### config.mk
export PLATFORM = sky130hd
export DESIGN_NAME = piecewise_linear_table_interp
export DESIGN_NICKNAME = d
export VERILOG_FILES = /design/src/rtl/core/pwl_pkg.sv /design/src/rtl/core/piecewise_linear_table_interp.sv /design/src/rtl/core/pwl_dp.sv /design/src/rtl/core/pwl_ctrl.sv
export SDC_FILE = /design/constraint.sdc
export NUM_CORES = 2
export LEC_CHECK = 0
export ABC_AREA = 0
export BUFFER_PORTS_ARGS = -buffer_cell sky130_fd_sc_hd__buf_4
export CELL_PAD_IN_SITES_DETAIL_PLACEMENT = 0
export CELL_PAD_IN_SITES_GLOBAL_PLACEMENT = 1
export CORE_AREA = 2 2 467 469
export CTS_CLUSTER_DIAMETER = 120
export DETAILED_ROUTE_END_ITERATION = 16
export DIE_AREA = 0 0 469 471
export PLACE_DENSITY = 0.88
export SETUP_SLACK_MARGIN = 0.4
export SYNTH_ARGS = -nofsm -noshare
export SYNTH_HDL_FRONTEND = slang
export SYNTH_HIERARCHICAL = 1
export SYNTH_SLANG_ARGS = --single-unit
### constraint.sdc
create_clock -name clk -period 8.6 [get_ports clk]
set_input_delay 0.86 -clock clk [delete_from_list [all_inputs] [get_ports clk]]
set_output_delay 0.86 -clock clk [all_outputs]
set_load 0.02 [all_outputs]
### src/rtl/core/pwl_pkg.sv
package pwl_pkg;

  // Field widths
  localparam int X_W    = 16;
  localparam int Y_W    = 16;
  localparam int RES_W  = 36;
  localparam int ST_W   = 3;

  // Arithmetic widths: differences of two 16-bit values, their product,
  // and the divisor magnitude (at most 65535)
  localparam int DIFF_W = 17;
  localparam int NUM_W  = 34;
  localparam int DVS_W  = 16;
  localparam int DCNT_W = $clog2(NUM_W + 1);

  // Result status codes
  localparam logic [ST_W-1:0] ST_EXACT    = 3'd0;
  localparam logic [ST_W-1:0] ST_INTERP   = 3'd1;
  localparam logic [ST_W-1:0] ST_APPENDED = 3'd2;
  localparam logic [ST_W-1:0] ST_FULL     = 3'd3;
  localparam logic [ST_W-1:0] ST_DIVZERO  = 3'd4;

  // Item modes
  localparam logic MODE_APPEND = 1'b0;
  localparam logic MODE_QUERY  = 1'b1;

  // Bracket start points
  localparam logic signed [X_W-1:0] FLOOR_X_START = 16'sd0;
  localparam logic signed [X_W-1:0] CEIL_X_START  = 16'sd9999;

  // Controller to datapath
  typedef struct packed {
    logic load;
    logic scan;
    logic mul;
    logic div_init;
    logic div_step;
    logic finish;
  } pwl_cmd_t;

  // Datapath to controller
  typedef struct packed {
    logic is_query;
    logic scan_done;
    logic matched;
    logic den_zero;
    logic div_done;
    logic out_free;
  } pwl_stat_t;

endpackage

### src/rtl/core/piecewise_linear_table_interp.sv
// Channel  Handshake           Fields
// -------  ------------------  -----------------------------
// input    in_valid/in_ready   mode, x_value, y_value
// output   out_valid/out_ready y_result, status
//
// One item at a time. An append passes from accept through the scan
// state to the finish state. For a query the table scan reads one point
// per cycle from the point memory, then the serial divider produces one
// quotient bit per cycle (34 bits). An exact match or a zero divisor
// skips the divider.
// rst clears the point count and all control; no clearing pass is needed.
// A waiting result stalls the next item at its finish until it is taken.
module piecewise_linear_table_interp import pwl_pkg::*; #(
  parameter int MAX_POINTS = 64
) (
  input  logic                    clk,
  input  logic                    rst,
  input  logic                    in_valid,
  output logic                    in_ready,
  input  logic                    mode,
  input  logic signed [X_W-1:0]   x_value,
  input  logic signed [Y_W-1:0]   y_value,
  output logic                    out_valid,
  input  logic                    out_ready,
  output logic signed [RES_W-1:0] y_result,
  output logic [ST_W-1:0]         status
);

  pwl_cmd_t  cmd;
  pwl_stat_t stat;

  pwl_ctrl u_ctrl (
    .clk      (clk),
    .rst      (rst),
    .in_valid (in_valid),
    .in_ready (in_ready),
    .stat     (stat),
    .cmd      (cmd)
  );

  pwl_dp #(
    .MAX_POINTS (MAX_POINTS)
  ) u_dp (
    .clk       (clk),
    .rst       (rst),
    .cmd       (cmd),
    .stat      (stat),
    .mode      (mode),
    .x_value   (x_value),
    .y_value   (y_value),
    .out_ready (out_ready),
    .out_valid (out_valid),
    .y_result  (y_result),
    .status    (status)
  );

endmodule

### src/rtl/core/pwl_dp.sv
module pwl_dp import pwl_pkg::*; #(
  parameter int MAX_POINTS = 64
) (
  input  logic                    clk,
  input  logic                    rst,
  input  pwl_cmd_t                cmd,
  output pwl_stat_t               stat,
  input  logic                    mode,
  input  logic signed [X_W-1:0]   x_value,
  input  logic signed [Y_W-1:0]   y_value,
  input  logic                    out_ready,
  output logic                    out_valid,
  output logic signed [RES_W-1:0] y_result,
  output logic [ST_W-1:0]         status
);

  localparam int IW = $clog2(MAX_POINTS);
  localparam int CW = $clog2(MAX_POINTS + 1);
  localparam int PW = X_W + Y_W;

  // Item registers
  logic                  q_mode;
  logic signed [X_W-1:0] q_x;
  logic signed [Y_W-1:0] q_y;

  // Point table
  logic [PW-1:0] mem [MAX_POINTS];
  logic [CW-1:0] count;
  logic [CW-1:0] addr;
  logic          rd_vld;
  logic [PW-1:0] rd_data;

  // Scan results
  logic                  matched;
  logic signed [Y_W-1:0] match_y;
  logic signed [X_W-1:0] fx, cx;
  logic signed [Y_W-1:0] fy, cy;

  // Product and divisor
  logic signed [NUM_W-1:0]  num;
  logic signed [DIFF_W-1:0] den;

  // Divider
  logic [DVS_W-1:0]  rem;
  logic [NUM_W-1:0]  dd;
  logic [DVS_W-1:0]  dvs;
  logic              q_neg;
  logic [DCNT_W-1:0] dcnt;

  logic                     issue, full, wr_en;
  logic signed [X_W-1:0]    px;
  logic signed [Y_W-1:0]    py;
  logic signed [DIFF_W-1:0] dy, dx;
  logic signed [NUM_W-1:0]  prod;
  logic [NUM_W-1:0]         num_mag;
  logic [DIFF_W-1:0]        den_abs;
  logic [DVS_W:0]           rem_sh, rem_sub;
  logic                     take;
  logic signed [RES_W-1:0]  q_ext, q_val, interp;

  assign issue = cmd.scan && (addr != count);
  assign full  = (count == CW'(MAX_POINTS));
  assign wr_en = cmd.finish && (q_mode == MODE_APPEND) && !full;
  assign px    = $signed(rd_data[PW-1 -: X_W]);
  assign py    = $signed(rd_data[Y_W-1:0]);

  // Bracket differences and product
  assign dy   = DIFF_W'(cy) - DIFF_W'(fy);
  assign dx   = DIFF_W'(q_x) - DIFF_W'(fx);
  assign prod = dy * dx;

  // Magnitudes for the unsigned divider
  assign num_mag = num[NUM_W-1] ? NUM_W'(-num) : NUM_W'(num);
  assign den_abs = den[DIFF_W-1] ? DIFF_W'(-den) : DIFF_W'(den);

  // One restoring step
  assign rem_sh  = {rem, dd[NUM_W-1]};
  assign take    = rem_sh >= {1'b0, dvs};
  assign rem_sub = rem_sh - {1'b0, dvs};

  // Signed quotient plus floor y
  assign q_ext  = $signed(RES_W'(dd));
  assign q_val  = q_neg ? -q_ext : q_ext;
  assign interp = q_val + RES_W'(fy);

  // Status to controller
  assign stat.is_query  = (q_mode == MODE_QUERY);
  assign stat.scan_done = (addr == count) && !rd_vld;
  assign stat.matched   = matched;
  assign stat.den_zero  = (den == '0);
  assign stat.div_done  = (dcnt == '0);
  assign stat.out_free  = !out_valid || out_ready;

  // Item capture
  always_ff @(posedge clk) begin
    if (cmd.load) begin
      q_mode <= mode;
      q_x    <= x_value;
      q_y    <= y_value;
    end
  end

  // Table write and registered read
  always_ff @(posedge clk) begin
    if (wr_en) begin
      mem[count[IW-1:0]] <= {q_x, q_y};
    end
    if (issue) begin
      rd_data <= mem[addr[IW-1:0]];
    end
  end

  // Fill count, scan address and read pipeline flag
  always_ff @(posedge clk) begin
    if (rst) begin
      count  <= '0;
      addr   <= '0;
      rd_vld <= 1'b0;
    end else begin
      rd_vld <= issue;
      if (cmd.load) begin
        addr <= '0;
      end else if (issue) begin
        addr <= addr + CW'(1);
      end
      if (wr_en) begin
        count <= count + CW'(1);
      end
    end
  end

  // Match and bracket tracking
  always_ff @(posedge clk) begin
    if (cmd.load) begin
      matched <= 1'b0;
      match_y <= '0;
      fx      <= FLOOR_X_START;
      fy      <= '0;
      cx      <= CEIL_X_START;
      cy      <= '0;
    end else if (rd_vld) begin
      if (px == q_x) begin
        matched <= 1'b1;
        match_y <= py;
      end
      if (q_x > px && px > fx) begin
        fx <= px;
        fy <= py;
      end
      if (q_x < px && px < cx) begin
        cx <= px;
        cy <= py;
      end
    end
  end

  // Product and divisor registers
  always_ff @(posedge clk) begin
    if (cmd.mul) begin
      num <= prod;
      den <= DIFF_W'(cx) - DIFF_W'(fx);
    end
  end

  // Serial divider, one quotient bit per cycle
  always_ff @(posedge clk) begin
    if (rst) begin
      dcnt <= '0;
    end else if (cmd.div_init) begin
      dcnt <= DCNT_W'(NUM_W);
    end else if (cmd.div_step && dcnt != '0) begin
      dcnt <= dcnt - DCNT_W'(1);
    end
  end

  always_ff @(posedge clk) begin
    if (cmd.div_init) begin
      rem   <= '0;
      dd    <= num_mag;
      dvs   <= den_abs[DVS_W-1:0];
      q_neg <= num[NUM_W-1] ^ den[DIFF_W-1];
    end else if (cmd.div_step && dcnt != '0) begin
      rem <= take ? rem_sub[DVS_W-1:0] : rem_sh[DVS_W-1:0];
      dd  <= {dd[NUM_W-2:0], take};
    end
  end

  // Output register
  always_ff @(posedge clk) begin
    if (rst) begin
      out_valid <= 1'b0;
    end else if (cmd.finish) begin
      out_valid <= 1'b1;
    end else if (out_ready) begin
      out_valid <= 1'b0;
    end
  end

  always_ff @(posedge clk) begin
    if (cmd.finish) begin
      if (q_mode == MODE_APPEND) begin
        y_result <= '0;
        status   <= full ? ST_FULL : ST_APPENDED;
      end else if (matched) begin
        y_result <= RES_W'(match_y);
        status   <= ST_EXACT;
      end else if (den == '0) begin
        y_result <= '0;
        status   <= ST_DIVZERO;
      end else begin
        y_result <= interp;
        status   <= ST_INTERP;
      end
    end
  end

endmodule

### src/rtl/core/pwl_ctrl.sv
module pwl_ctrl import pwl_pkg::*; (
  input  logic      clk,
  input  logic      rst,
  input  logic      in_valid,
  output logic      in_ready,
  input  pwl_stat_t stat,
  output pwl_cmd_t  cmd
);

  localparam logic [2:0] S_IDLE = 3'd0;
  localparam logic [2:0] S_SCAN = 3'd1;
  localparam logic [2:0] S_MUL  = 3'd2;
  localparam logic [2:0] S_CHK  = 3'd3;
  localparam logic [2:0] S_DIV  = 3'd4;
  localparam logic [2:0] S_FIN  = 3'd5;

  logic [2:0] state, state_next;

  assign in_ready = (state == S_IDLE);

  // Next state and commands
  always_comb begin
    state_next = state;
    cmd        = '0;
    case (state)
      S_IDLE: begin
        if (in_valid) begin
          cmd.load   = 1'b1;
          state_next = S_SCAN;
        end
      end
      S_SCAN: begin
        if (!stat.is_query) begin
          state_next = S_FIN;
        end else begin
          cmd.scan = 1'b1;
          if (stat.scan_done) begin
            state_next = S_MUL;
          end
        end
      end
      S_MUL: begin
        cmd.mul    = 1'b1;
        state_next = S_CHK;
      end
      S_CHK: begin
        if (stat.matched || stat.den_zero) begin
          state_next = S_FIN;
        end else begin
          cmd.div_init = 1'b1;
          state_next   = S_DIV;
        end
      end
      S_DIV: begin
        cmd.div_step = 1'b1;
        if (stat.div_done) begin
          state_next = S_FIN;
        end
      end
      S_FIN: begin
        if (stat.out_free) begin
          cmd.finish = 1'b1;
          state_next = S_IDLE;
        end
      end
      default: begin
        state_next = S_IDLE;
      end
    endcase
  end

  always_ff @(posedge clk) begin
    if (rst) begin
      state <= S_IDLE;
    end else begin
      state <= state_next;
    end
  end

endmodule

# After elaboration in Yosys (flattened, before gate mapping)
# Memories as Yosys holds them, arrays and structs flattened. A register that Yosys moved wholly into a read port is not among the register bits.
# Index checks and enable logic that the tools add are counted.
[word_totals] rom_bits=0 inputBits=37 ff_bits=296 ramBits=2048 memories=1 latch_bits=0 wordCells=116
[memory_table] memory="u_dp.mem" words=64 word_bits=32 rd=1 rd_ports_with_merged_regs=1 wr=1 line="pwl_dp.sv:27" rtl="logic [PW-1:0] mem [MAX_POINTS];"
[classes] n_bitwise=2 order_cmp=5 mux=35 mul=1 eq_ne=13 n_reduce_logical=24 n_addsub=11 n_shift=0 div_mod_pow=0
[op_table] op="$mux W36" count=3
[op_table] op="$mux W34" count=3
[op_table] op="$sub A16 B16 Y17" count=3
[op_table] op="$add A36 B16 Y36" count=1
[op_table] op="$neg A34 Y36" count=1
[op_table] op="$mul A17 B17 Y34" count=1
[op_table] op="$neg A34 Y34" count=1
[op_table] op="$gt A16 B16 Y1" count=2
[op_table] op="$lt A16 B16 Y1" count=2
[op_table] op="$mux W16" count=2
[op_table] op="$mux W3" count=8
[op_table] op="$pmux W3 S6" count=1
[op_table] op="$ge A17 B16 Y1" count=1
[op_table] op="$logic_not A17 Y1" count=1
[op_table] op="$eq A16 B16 Y1" count=1
[op_table] op="$mux W1" count=16
[op_table] op="$neg A16 Y16" count=1
[op_table] op="$sub A16 B16 Y16" count=1
[op_table] op="$add A7 B1 Y7 const B" count=2
[op_table] op="$mux W6" count=2
[op_table] op="$eq A7 B7 Y1" count=1
[op_table] op="$eq A7 B7 Y1 const B" count=1
[op_table] op="$logic_and A1 B1 Y1" count=7
[op_table] op="$ne A7 B7 Y1" count=1
[op_table] op="other kinds (17)" count=28

# Longest topological paths before layout
[logic_depth] word_depth=8 ltp_mapped=35 ltp_nobuf=34

# Hierarchy
# The synthesis kept the hierarchy.
[modules_own_cells] module="pwl_dp" cells_each=6036 seq_area_each_um2=70067.2 area_each_um2=107256.6 n_inst=1
[modules_own_cells] module="pwl_ctrl" cells_each=33 seq_area_each_um2=60.1 area_each_um2=256.5 n_inst=1

# Worst setup path after synthesis
# No wires, ideal clock.
[synth_path] path_kind="reg2reg" startpoint="register u_dp.q_x[0]" endpoint="register u_dp.num[31], data pin" arrival_ns=8.471 slack_ns=-0.130 required_time_ns=8.341 stages_incl_launch_ff=35 cell_sequence="edfxtp_1 > inv_1 > ha_1 > fa_1 > nor2b_1 > o21ai_0 > nand2b_1 > a22o_1 > o21ai_0 > o21bai_1 > a21oi_1 > xnor2_1 > clkbuf_1 > nand2_1 > fa_1 > inv_1 > fa_1 > inv_1 > fa_1 > inv_1 > fa_1 > fa_1 > inv_1 > fa_1 > inv_1 > ha_1 > nand3_1 > o221ai_1 > a21oi_1 > or2_2 > a41oi_1 > or4b_1 > a31o_2 > a21oi_1 > xnor2_1"
[synth_via] elab_chain_cells=2
[synth_rtl] element="start: declaration" line="pwl_dp.sv:23" rtl="logic signed [X_W-1:0] q_x;"
[synth_rtl] element="start signal: assignment" line="pwl_dp.sv:98" rtl="q_x <= x_value;"
[synth_rtl] element="$sub A16 B16 Y17" line="pwl_dp.sv:69" rtl="assign dx = DIFF_W'(q_x) - DIFF_W'(fx);"
[synth_rtl] element="$mul A17 B17 Y34" line="pwl_dp.sv:70" rtl="assign prod = dy * dx;"
[synth_rtl] element="via u_dp.prod[31]" line="pwl_dp.sv:54" rtl="logic signed [NUM_W-1:0] prod;"
[synth_rtl] element="end signal: assignment" line="pwl_dp.sv:160" rtl="num <= prod;"
[synth_rtl] element="end: declaration" line="pwl_dp.sv:40" rtl="logic signed [NUM_W-1:0] num;"
# The timed path passes the listed nets, and every way through them passes these cells.
# A chain may end at the register's enable or synchronous reset.

# Worst setup path after layout
# Same ends and word-level chain as after synthesis.

==> reports/metrics.yaml <==
status:
  run_status: "finished, final reports clean"
synth:
  synth_edf_count: 2254
  ys_warn_count: 6
  ys_seq_area_share_pct: 65.23
  synthCells: 6069
  syn_nets: 6646
  netlist_area_um2: 107500
  yosys_register_bits: 2376
  synth_area_leaders: "edfxtp_1 63%, mux4_2 14%, fa_1 5.6%, ha_1 2.8%, dfxtp_1 2.3%"
  ys.flop_type: "edfxtp_1"
  synth_top_area_cell: "edfxtp_1"
  synth_top_area_share_pct: 62.96
  ys_async_sr_fraction_pct: 0
  avgSynthCellArea_um2: 17.72
  yosysUniqueCellTypes: 85
clocking:
  clkTransAtPathRegs_ns: 0.06
  cts_tree: "done"
  clockBufferDepth: 3
  clk_latency_ns: 0.90
  clock-root-buffer: "clkbuf_16"
  h-tree-depth: 4
  cts_sinks: 2376
  cts_made_buffers: 217
global_route:
  gr-usage-met2_pct: 43.07
  top_usage_layer: "met2"
  grt_usage_pct: 27.02
  grt_use_met3_pct: 7.335
  grt_pass1_wl_um: 428600
  grt_pass1_vias: 61100
  grt-ovfl-total: 0
  antenna_found_initial: 28
  grt_max_degree: 166
  grtUsageMet1_pct: 33.89
critical_path:
  r2r_cells: 33
  crit_required_ns: 9.18
  reg2reg_slack_ns: 0.51
  crit_start: "u_dp/q_x[0]"
  crit_path_frequent_cell: "fa_1"
  worst_ep_arrival_time_ns: 8.67
  rr_endpoint: "u_dp/num[31]"
  critPathKind: "flip-flop to flip-flop"
  cpPeakStageDelay_ns: 0.54
  setup.worst_path.end_class: "flip-flop"
  crit_path_end: "u_dp/num[31]"
  slowest_stage: "fa_1"
  cp-start-kind: "flip-flop"
  r2r-start: "u_dp/q_x[0]"
  crit_fanout: 6
finish:
  syn2layout_area_growth_pct: 12.36
  layout_commonest_cell: "edfxtp_1"
  layout_common_cells: "2254 x edfxtp_1, 672 x mux4_2, 418 x inv_1, 328 x nor2_1, 299 x fa_1"
  instances_no_fill: 9394
  finalInstanceArea_um2: 120800
  finish.utilization_pct: 55.90
  drive_gt1_share_pct: 22.70
  layout.nets: 6903
floorplanning:
  core_um2: 216100
  chipWidth_um: 469
  dieArea_um2: 220900
  start_util_pct: 49.75
  io_pins: 78
  die_h_um: 471
  rows: 171
hold_path:
  hp-class: "primary input to flip-flop"
placement:
  dp_hpwl_um: 167600
  place_ws_ns: 0.1786
  dp.cells: 8930
  port_buffers: 77
  post_dp_cell_area_um2: 112800
  gp_congestion: 0.9137
timing:
  max_freq_mhz: 123.6
  setup_viol: 0
  min_period_over_period_pct: 94.11
  hold_viol_final: 0
  timing.final.ws_setup_ns: 0.5062
  min_period_ns: 8.094
  tightest_slew_ns: 1.352
  rsz0062_at_grt: "true"
  setup_tns_ns: 0
  whs_ns: 0.1472
  relSlewSlack_pct: 9.880
  skew_ns: 0.09615
  finalMaxSlewViolations: 0
power:
  p_leak_nw: 40.48
  powerDensity_nw_per_um2: 226.5
  power_mw: 27.36
  ir_worst_vdd_mv: 0.2622
route:
  vias: 59230
  drt.antenna.violating_nets: 0
  drc_errors: 0
  wire_per_inst_um: 31.47
  vias_per_cell: 6.306
  routed_wl_um: 295600
  dr.first_iter.drc_count: 8553
  drtPass1Iterations: 7
job:
  drv_cap: 0
-- power breakdown --
group	internal, mW	switching, mW	total, mW
clock network	5.44	4.41	9.85
logic	1.29	2.61	3.90
registers	13.4	0.185	13.6
-- sequential cells by signal (all words and copies together) (netlist names), 3 cells and up --
| name | count |
|---|---|
| u_dp/rem | 16 |
| u_dp/cx | 16 |
| u_ctrl/state | 3 |
| u_dp/dd | 34 |
| u_dp/dcnt | 6 |
| u_dp/count | 7 |
| u_dp/den | 17 |
| u_dp/mem | 2048 |
| u_dp/dvs | 16 |
| u_dp/match_y | 16 |
| u_dp/status | 3 |
| u_dp/num | 34 |
| u_dp/y_result | 36 |
| u_dp/cy | 16 |
| u_dp/q_y | 16 |
| u_dp/rd_data | 32 |
| u_dp/fy | 16 |
| u_dp/addr | 7 |
| u_dp/q_x | 16 |
| u_dp/fx | 16 |
-- cells in the mapped netlist (49+ instances only) --
cell type,number
a21o_1,49
edfxtp_1,2254
xnor2_1,147
a21oi_1,136
mux4_2,672
nor2_1,398
fa_1,301
o21ai_0,90
clkbuf_1,200
mux2i_1,77
buf_1,50
xor2_1,80
ha_1,239
dfxtp_1,122
inv_1,420
nand2_1,278
-- worst max-delay path, delay by kind of cell (launching register included) --
kind	cells	cell delay, ns
fa+ha+maj	9	3.64
simple gates	5	1.00
flops	1	0.41
compound gates	11	2.07
xor+xnor	2	0.15
buf+inv	6	0.58
-- layout make-up --
type / instances / area, µm²
fill: 15570 / 95290
multi-input combinational: 3008 / 35830
tap: 2854 / 3571
timing repair buffer: 303 / 2374
antenna: 25 / 62.56
sequential: 2376 / 70150
inverter: 420 / 1577
clock inverter: 140 / 1530
clock buffer: 268 / 5714
-- metal layers --
layer	vias to the layer above	part of all wire (%)
met4	26	6.0
met3	892	12
met2	4008	48
met5	-	0.13
met1	30330	34
li1	23980	-
-- cell families after synthesis --
family                     share of synthesized area, %
buffers and inverters                             2.419
DFF                                               65.23
muxes                                             14.89
AOI/OAI and AO/OA                                 3.014
adders and majority gates                         8.386
xor gates and xnor gates                          1.849
and+or+nand+nor                                   4.213
-- worst min-delay path by stage --
stage	from	to	slack, ns	cells after the start
after floorplan	u_dp/rem[15]	u_dp/rem[15]	0.43	2
after global placement	u_dp/rem[15]	u_dp/rem[15]	0.44	2
after detailed placement	u_dp/rem[15]	u_dp/rem[15]	0.45	2
after CTS	y_value[9]	u_dp/q_y[9]	0.11	1
after global routing	x_value[13]	u_dp/q_x[13]	0.11	1
final	x_value[9]	u_dp/q_x[9]	0.15	1
-- timing repair --
| item | CTS | global route |
|---|---|---|
| pin swaps | 18 | 39 |
| setup endpoints to repair | 5 | 8 |
| setup buffers | 12 | 18 |
| resized for setup | 33 | 55 |
| gates cloned | 1 | 0 |
| hold buffers | 0 | 0 |
Power figures use the tool's default switching activity.
